File: src/rtl/rpa_pkg.sv
// ----------------------------------------------------------------------------
// rpa_pkg
// Shared widths, constants and control/status types of the PR-area unit.
// ----------------------------------------------------------------------------
package rpa_pkg;

    localparam int DEPTH   = 1024;
    localparam int AW      = $clog2(DEPTH);
    localparam int CW      = AW + 1;
    localparam int SCORE_W = 32;
    localparam int PAIR_W  = SCORE_W + 1;
    localparam int LABEL_W = 8;
    localparam int WS_W    = 11;
    localparam int AUC_W   = 17;
    localparam int PREC_W  = 33;
    localparam int MULB_W  = 34;
    localparam int PROD_W  = 45;
    localparam int SUM_W   = 45;
    localparam int DIV_N   = 45;
    localparam int DIV_D   = 28;
    localparam int DIV_CW  = 6;
    localparam int ADDR_W  = 3;
    localparam int DATA_W  = 32;

    localparam logic [AUC_W-1:0]  AUC_MAX = AUC_W'(65536);
    localparam logic [MULB_W-1:0] ONE_Q32 = MULB_W'(64'h1_0000_0000);
    localparam logic [CW-1:0]     DEPTH_C = CW'(DEPTH);

    localparam logic REG_POS_LABEL   = 1'b0;
    localparam logic REG_WINDOW_SIZE = 1'b1;

    typedef struct packed {
        logic accept;
        logic arr_rd;
        logic ev_get;
        logic srt_rd;
        logic srt_prev;
        logic rm_step;
        logic rm_end;
        logic ins_arr;
        logic ins_shift;
        logic ins_place;
        logic rv_step;
        logic rv_hit;
        logic ar_zero;
        logic ar_init;
        logic div_start;
        logic div_final;
        logic ar_prev;
        logic ar_new;
        logic ar_prec;
        logic ar_mul;
        logic ar_close;
        logic ar_acc;
        logic ar_dec;
        logic auc_load;
        logic out_load;
    } t_cmd;

    typedef struct packed {
        logic kind;
        logic evict_needed;
        logic idx_at_count;
        logic idx_zero;
        logic found;
        logic srt_gt;
        logic count_full;
        logic single_class;
        logic new_score;
        logic tpfp_zero;
        logic div_busy;
    } t_stat;

endpackage

File: src/rtl/rpa_ctrl.sv
// ----------------------------------------------------------------------------
// rpa_ctrl
// Sequencer for evict, insert, revert and the PR-area walk.
// ----------------------------------------------------------------------------
module rpa_ctrl (
    input  logic           i_clk,
    input  logic           i_rst_n,
    input  logic           i_valid,
    output logic           o_ready,
    output logic           o_valid,
    input  logic           i_ready,
    input  rpa_pkg::t_stat i_stat,
    output rpa_pkg::t_cmd  o_cmd
);

    localparam logic [4:0] S_IDLE     = 5'd0;
    localparam logic [4:0] S_DISP     = 5'd1;
    localparam logic [4:0] S_EV_RD    = 5'd2;
    localparam logic [4:0] S_EV_GET   = 5'd3;
    localparam logic [4:0] S_RM_RD    = 5'd4;
    localparam logic [4:0] S_RM_CMP   = 5'd5;
    localparam logic [4:0] S_RM_END   = 5'd6;
    localparam logic [4:0] S_INS_ARR  = 5'd7;
    localparam logic [4:0] S_INS_RD   = 5'd8;
    localparam logic [4:0] S_INS_CMP  = 5'd9;
    localparam logic [4:0] S_RV_RD    = 5'd10;
    localparam logic [4:0] S_RV_CMP   = 5'd11;
    localparam logic [4:0] S_AR_INIT  = 5'd12;
    localparam logic [4:0] S_AR_PDIV  = 5'd13;
    localparam logic [4:0] S_AR_PWAIT = 5'd14;
    localparam logic [4:0] S_AR_RD    = 5'd15;
    localparam logic [4:0] S_AR_CMP   = 5'd16;
    localparam logic [4:0] S_AR_DWAIT = 5'd17;
    localparam logic [4:0] S_AR_MUL   = 5'd18;
    localparam logic [4:0] S_AR_ACC   = 5'd19;
    localparam logic [4:0] S_AR_CMUL  = 5'd20;
    localparam logic [4:0] S_AR_CACC  = 5'd21;
    localparam logic [4:0] S_AR_FDIV  = 5'd22;
    localparam logic [4:0] S_AR_FWAIT = 5'd23;
    localparam logic [4:0] S_DONE     = 5'd24;

    logic [4:0] r_state, n_state;
    logic       r_out_valid, n_out_valid;
    logic       w_out_free;

    assign w_out_free = !r_out_valid || i_ready;

    always_comb begin
        n_state = r_state;
        o_cmd   = '0;
        case (r_state)
            S_IDLE: begin
                if (i_valid) begin
                    o_cmd.accept = 1'b1;
                    n_state      = S_DISP;
                end
            end
            S_DISP: begin
                if (i_stat.kind) begin
                    n_state = S_RV_RD;
                end else if (i_stat.evict_needed) begin
                    n_state = S_EV_RD;
                end else begin
                    n_state = S_INS_ARR;
                end
            end
            S_EV_RD: begin
                o_cmd.arr_rd = 1'b1;
                n_state      = S_EV_GET;
            end
            S_EV_GET: begin
                o_cmd.ev_get = 1'b1;
                n_state      = S_RM_RD;
            end
            S_RM_RD: begin
                if (i_stat.idx_at_count) begin
                    n_state = S_RM_END;
                end else begin
                    o_cmd.srt_rd = 1'b1;
                    n_state      = S_RM_CMP;
                end
            end
            S_RM_CMP: begin
                o_cmd.rm_step = 1'b1;
                n_state       = S_RM_RD;
            end
            S_RM_END: begin
                o_cmd.rm_end = 1'b1;
                n_state      = i_stat.kind ? S_AR_INIT : S_INS_ARR;
            end
            S_INS_ARR: begin
                if (i_stat.count_full) begin
                    n_state = S_AR_INIT;
                end else begin
                    o_cmd.ins_arr = 1'b1;
                    n_state       = S_INS_RD;
                end
            end
            S_INS_RD: begin
                if (i_stat.idx_zero) begin
                    o_cmd.ins_place = 1'b1;
                    n_state         = S_AR_INIT;
                end else begin
                    o_cmd.srt_rd   = 1'b1;
                    o_cmd.srt_prev = 1'b1;
                    n_state        = S_INS_CMP;
                end
            end
            S_INS_CMP: begin
                if (i_stat.srt_gt) begin
                    o_cmd.ins_shift = 1'b1;
                    n_state         = S_INS_RD;
                end else begin
                    o_cmd.ins_place = 1'b1;
                    n_state         = S_AR_INIT;
                end
            end
            S_RV_RD: begin
                if (i_stat.idx_at_count) begin
                    if (i_stat.found) begin
                        o_cmd.rv_hit = 1'b1;
                        n_state      = S_RM_RD;
                    end else begin
                        n_state = S_AR_INIT;
                    end
                end else begin
                    o_cmd.arr_rd = 1'b1;
                    n_state      = S_RV_CMP;
                end
            end
            S_RV_CMP: begin
                o_cmd.rv_step = 1'b1;
                n_state       = S_RV_RD;
            end
            S_AR_INIT: begin
                if (i_stat.single_class) begin
                    o_cmd.ar_zero = 1'b1;
                    n_state       = S_DONE;
                end else begin
                    o_cmd.ar_init = 1'b1;
                    n_state       = S_AR_PDIV;
                end
            end
            S_AR_PDIV: begin
                o_cmd.div_start = 1'b1;
                n_state         = S_AR_PWAIT;
            end
            S_AR_PWAIT: begin
                if (!i_stat.div_busy) begin
                    o_cmd.ar_prev = 1'b1;
                    n_state       = S_AR_RD;
                end
            end
            S_AR_RD: begin
                if (i_stat.idx_at_count) begin
                    n_state = S_AR_CMUL;
                end else begin
                    o_cmd.srt_rd = 1'b1;
                    n_state      = S_AR_CMP;
                end
            end
            S_AR_CMP: begin
                if (i_stat.new_score && !i_stat.tpfp_zero) begin
                    o_cmd.ar_new    = 1'b1;
                    o_cmd.div_start = 1'b1;
                    n_state         = S_AR_DWAIT;
                end else begin
                    o_cmd.ar_new = i_stat.new_score;
                    o_cmd.ar_dec = 1'b1;
                    n_state      = S_AR_RD;
                end
            end
            S_AR_DWAIT: begin
                if (!i_stat.div_busy) begin
                    o_cmd.ar_prec = 1'b1;
                    n_state       = S_AR_MUL;
                end
            end
            S_AR_MUL: begin
                o_cmd.ar_mul = 1'b1;
                n_state      = S_AR_ACC;
            end
            S_AR_ACC: begin
                o_cmd.ar_acc = 1'b1;
                o_cmd.ar_dec = 1'b1;
                n_state      = S_AR_RD;
            end
            S_AR_CMUL: begin
                o_cmd.ar_mul   = 1'b1;
                o_cmd.ar_close = 1'b1;
                n_state        = S_AR_CACC;
            end
            S_AR_CACC: begin
                o_cmd.ar_acc = 1'b1;
                n_state      = S_AR_FDIV;
            end
            S_AR_FDIV: begin
                o_cmd.div_start = 1'b1;
                o_cmd.div_final = 1'b1;
                n_state         = S_AR_FWAIT;
            end
            S_AR_FWAIT: begin
                if (!i_stat.div_busy) begin
                    o_cmd.auc_load = 1'b1;
                    n_state        = S_DONE;
                end
            end
            S_DONE: begin
                if (w_out_free) begin
                    o_cmd.out_load = 1'b1;
                    n_state        = S_IDLE;
                end
            end
            default: begin
                n_state = S_IDLE;
            end
        endcase
    end

    always_comb begin
        n_out_valid = r_out_valid;
        if (o_cmd.out_load) begin
            n_out_valid = 1'b1;
        end else if (i_ready) begin
            n_out_valid = 1'b0;
        end
    end

    always_ff @(posedge i_clk) begin
        if (!i_rst_n) begin
            r_state     <= S_IDLE;
            r_out_valid <= 1'b0;
        end else begin
            r_state     <= n_state;
            r_out_valid <= n_out_valid;
        end
    end

    assign o_ready = (r_state == S_IDLE);
    assign o_valid = r_out_valid;

endmodule

File: config.mk
export PLATFORM = sky130hd
export DESIGN_NAME = rpa_ctrl
export DESIGN_NICKNAME = d
export VERILOG_FILES = /design/src/rtl/rpa_pkg.sv /design/src/rtl/rpa_ctrl.sv
export SDC_FILE = /design/constraint.sdc
export NUM_CORES = 1
export LEC_CHECK = 0
export BUFFER_PORTS_ARGS = -buffer_cell sky130_fd_sc_hd__buf_4
export CAP_MARGIN = 20
export CORE_MARGIN = 5
export CORE_UTILIZATION = 51
export CTS_CLUSTER_DIAMETER = 60
export DETAILED_ROUTE_END_ITERATION = 10
export HOLD_SLACK_MARGIN = 0.02
export PLACE_DENSITY = 0.92
export SLEW_MARGIN = 30
export SYNTH_ARGS = -nofsm -noshare
export SYNTH_HDL_FRONTEND = slang
export SYNTH_SLANG_ARGS = --single-unit
File: constraint.sdc
create_clock -name i_clk -period 2.8 [get_ports i_clk]
set_input_delay 0.56 -clock i_clk [delete_from_list [all_inputs] [get_ports i_clk]]
set_output_delay 0.56 -clock i_clk [all_outputs]
set_load 0.05 [all_outputs]
Word level (Yosys, flattened, before mapping). Index checks and enable logic that the tools add are counted.

Mux-type cells: 60. Equal/unequal tests: 29. Reductions and logical operators: 12.

Operator list (number): $pmux W5 S24 (1); $eq A5 B5 Y1 const B (9); $eq A5 B4 Y1 const B (8); $mux W5 (8); $mux W1 (35); $eq A5 B3 Y1 const B (4); $mux W3 (5); $mux W4 (3); $eq A5 B2 Y1 const B (2); $ne A2 B2 Y1 const B (5); $pmux W1 S2 (5); $reduce_or A2 Y1 (5); $mux W2 (3); $eq A5 B1 Y1 const B (1); $logic_not A5 Y1 (1); $reduce_and A5 Y1 (1); $logic_not A1 Y1 (2); $reduce_bool A2 Y1 (1); $logic_and A1 B1 Y1 (1); $logic_or A1 B1 Y1 (1).

Input bits: 15. Output and inout bits: 27. Register bits after elaboration: 6. Word-level logic and storage cells: 103.

Depth between registers and ports, before layout.
Depth after elaboration: 5. Depth in mapped cells: 8. Gate-level depth less buffers: 5.

Least setup slack after synthesis. OpenSTA, ideal clock, no wires.

Path kind: register -> output. Start: reg r_state[2]. End: out o_cmd[24] in the netlist's numbering. Data arrival time: 2494 ps. Buffers on the path: 3. Cell stages (with the launch flop): 6. Slack: -254 ps. Cells stage by stage: dfxtp_1 -> buf_2 -> clkbuf_1 -> buf_2 -> nor3_1 -> and2_1.

RTL lines: from (decl) (line rpa_ctrl.sv:42) `logic [4:0] r_state, n_state;`; from (signal assigned) (line rpa_ctrl.sv:234) `r_state <= n_state;`; to (decl) (line rpa_ctrl.sv:13) `output rpa_pkg::t_cmd o_cmd`.

==> results.txt <==
port bufs -> 41
core area -> 1900 µm²
first-pass GRT wire length -> 5830 µm
GRT Util Overall -> 0.265
antenna violations before repair -> 0
nets -> 201
compound-cell area share of the yosys netlist -> 0.288
router iterations before antenna repair -> 4
YS warnings -> 0
critical path's largest stage delay -> 0.66 ns
Num CTS Buffers -> 3
Synth Area in XOR/XNOR -> 0.0176
Avg Cell Area, Syn -> 6.68 µm²
DP Area -> 1340 µm²
Leak -> 0.582 nW
num ports -> 42
post-route setup TNS -> 0 ns
Placed Cells -> 208
WL/cell -> 16.9 µm
max-cap viol count -> 0
ANT nets after route -> 0
Synth cell types -> 52
# Post-CTS Setup Buffers -> 0
Final Non-Filler Cells -> 211
Worst-Skew Late Latency -> 0.25 ns
Worst setup SP type -> flip-flop
DIE AREA -> 2940 µm²
Simple-Gate Fraction of Synth Area -> 0.452
placed wire-length estimate -> 2780 µm
Ant. Diodes -> 0
post-CTS sizing -> 0
CP dominant cell by count -> buf_4
critical path cell sequence -> buf_4, nor2_1, a21boi_0, nor4_2, buf_4
synthesized net count -> 164
Yosys reg bits -> 6
WL final -> 3580 µm
grt total ovfl -> 0
clk root buf -> clkbuf_4
Initial Util -> 0.524
depth of the CTS H-tree -> 1
share of the synthesized area in the top cell type -> 0.121
die height -> 54.2 µm
Hold Path Class -> reg -> reg
RSZ-0062 raised after global routing -> no
Final Hold Fails -> 0
area grow syn2layout -> 36.3%
Post-CTS Hold Fix Bufs -> 0
Rows -> 16
CTS Buffer Depth -> 2
clock slew at reported path FFs -> 0.04 ns
WP data arrival -> 1.99 ns
crit path kind -> reg -> out
Worst-Margin Slew -> 0.639 ns
slowest cell on the critical path -> dfxtp_1
setup ws final -> 0.253 ns
FFs w/ async S/R, synth -> 0
worst vdd ir -> 0.629 mV
Vias/cell -> 6.45
die extent in x -> 54.2 µm
final instance area -> 1360 µm²
dominant cells by area after synthesis -> dfxtp_1 (12%), nor3_1 (7.0%), buf_2 (5.5%)
largest net degree at the start of global routing -> 20
Seq/Total Area, Yosys -> 0.121
DR iter-0 viols -> 38
vias in the first global route -> 1304
ratio of cells with drive above 1 in the final layout -> 0.348
Setup Skew -> 0.000886 ns
cell area after synthesis -> 996 µm²
Mapped Cells -> 149
fmax -> 0.393 GHz
worst path required time -> 2.24 ns
gp weighted congestion -> 0.966
number of enable flip-flop cells after synthesis -> 0
fin crit share -> 0.910
Synth Area in Adders -> 0
CTS tree -> built
status -> finished, final reports clean
routed vias -> 1360
mux contribution to synthesized area -> 0.0101
area leader, netlist -> dfxtp_1
DR DRC count -> 0
Slew headroom -> 0.574
crit path time final -> 2.55 ns
Crit. End Element -> output pin
Pwr per Cell Area -> 1060 nW/µm²
clk sink count -> 6
top_reg_cell synth -> dfxtp_1
worst-path maximum fanout -> 18
Final Setup Violations -> 0
Pins Over Slew Limit -> 0
main combinational cell family by area after synthesis -> simple AND/OR/NAND/NOR gates
dpl ws -> 0.578 ns
-- critical path, delay by kind of cell, from the launching register on --
family	cells	cell delay [ns]
AND/OR/NAND/NOR	2	0.16
flip-flops	1	0.66
AO/OA/AOI/OAI	1	0.44
buffers and inverters	2	0.49
-- final timing paths --
| check | startpoint | end | slack (ns) | cells after the start |
|---|---|---|---|---|
| min | o_valid | o_valid | 0.55 | 2 |
| max reg2reg | r_state[0] | r_state[2] | 0.60 | 6 |
| min reg2reg | o_valid | o_valid | 0.55 | 2 |
| max | r_state[0] | o_cmd[2] | 0.25 | 5 |
-- Yosys cell counts (2+ instances only) --
library cell,number
nand4b_1,2
clkbuf_1,2
nor4_1,4
dfxtp_1,6
nor2_1,12
a21o_1,2
o31ai_1,2
o2111ai_1,2
buf_4,2
o21ai_0,8
nand2b_4,2
o22ai_1,3
buf_2,11
nand2_1,14
nor3_1,14
nor3b_1,2
and2_1,2
or3_1,3
and3_1,2
a21boi_0,2
nor2b_1,7
a31oi_1,2
nand4_1,5
inv_1,5
nand2b_1,4
a21oi_1,3
-- state kept, by name, summed over array words and instances (netlist names) --
name     flops
o_valid      1
r_state      5
-- cells by family after synthesis --
family | Yosys count
flops | 6
mux | 1
compound gates | 39
xor+xnor | 2
simple gates | 79
buf+inv | 22
-- where the power goes --
part	switching, mW	total, mW	internal, mW
logic	0.715	1.12	0.406
clock network	0.0329	0.0815	0.0486
registers	0.118	0.235	0.117
-- cell type report --
| cell class | count | area, µm² |
|---|---|---|
| flip-flops and latches | 6 | 120 |
| repair buffers | 48 | 360 |
| well taps | 27 | 33.8 |
| fillers | 175 | 544 |
| clock buffers | 3 | 22.5 |
| multi-input cells | 121 | 798 |
| inverters | 6 | 22.5 |
-- placed cells by master, fill, tap and decap left out, types with 2 or more instances in the layout --
cell type   n
buf_4      48
nand2_1    14
nor2_1     12
nor3_1     12
o21ai_0     8
nor2b_1     7
dfxtp_1     6
inv_1       5
nand4_1     5
nand2b_1    4
or3_1       3
nor4_2      3
a21oi_1     3
o22ai_1     3
clkbuf_4    3
nand2b_4    2
nor3_2      2
nand4b_1    2
a21boi_0    2
and3_1      2
and2_1      2
nor3b_1     2
o2111ai_1   2
a21o_1      2
a31oi_1     2
o31ai_1     2
-- per-layer routing --
layer | track usage | part of all wire | vias up
li1 | - | - | 629
met1 | 0.308 | 0.41 | 640
met2 | 0.468 | 0.49 | 78
met3 | 0.0499 | 0.074 | 13
met4 | 0.112 | 0.029 | 0
met5 | 0 | 0 | -
-- through the flow --
stage               utilization  power [mW]  hold slack, ns
floorplan                     -        1.06           0.668
global placement          0.702        1.32           0.530
detailed placement        0.702        1.33           0.549
CTS                       0.714        1.42           0.563
global route              0.714        1.54           0.582
finish                    0.714        1.44           0.553
(Power assumes the default switching activity.)
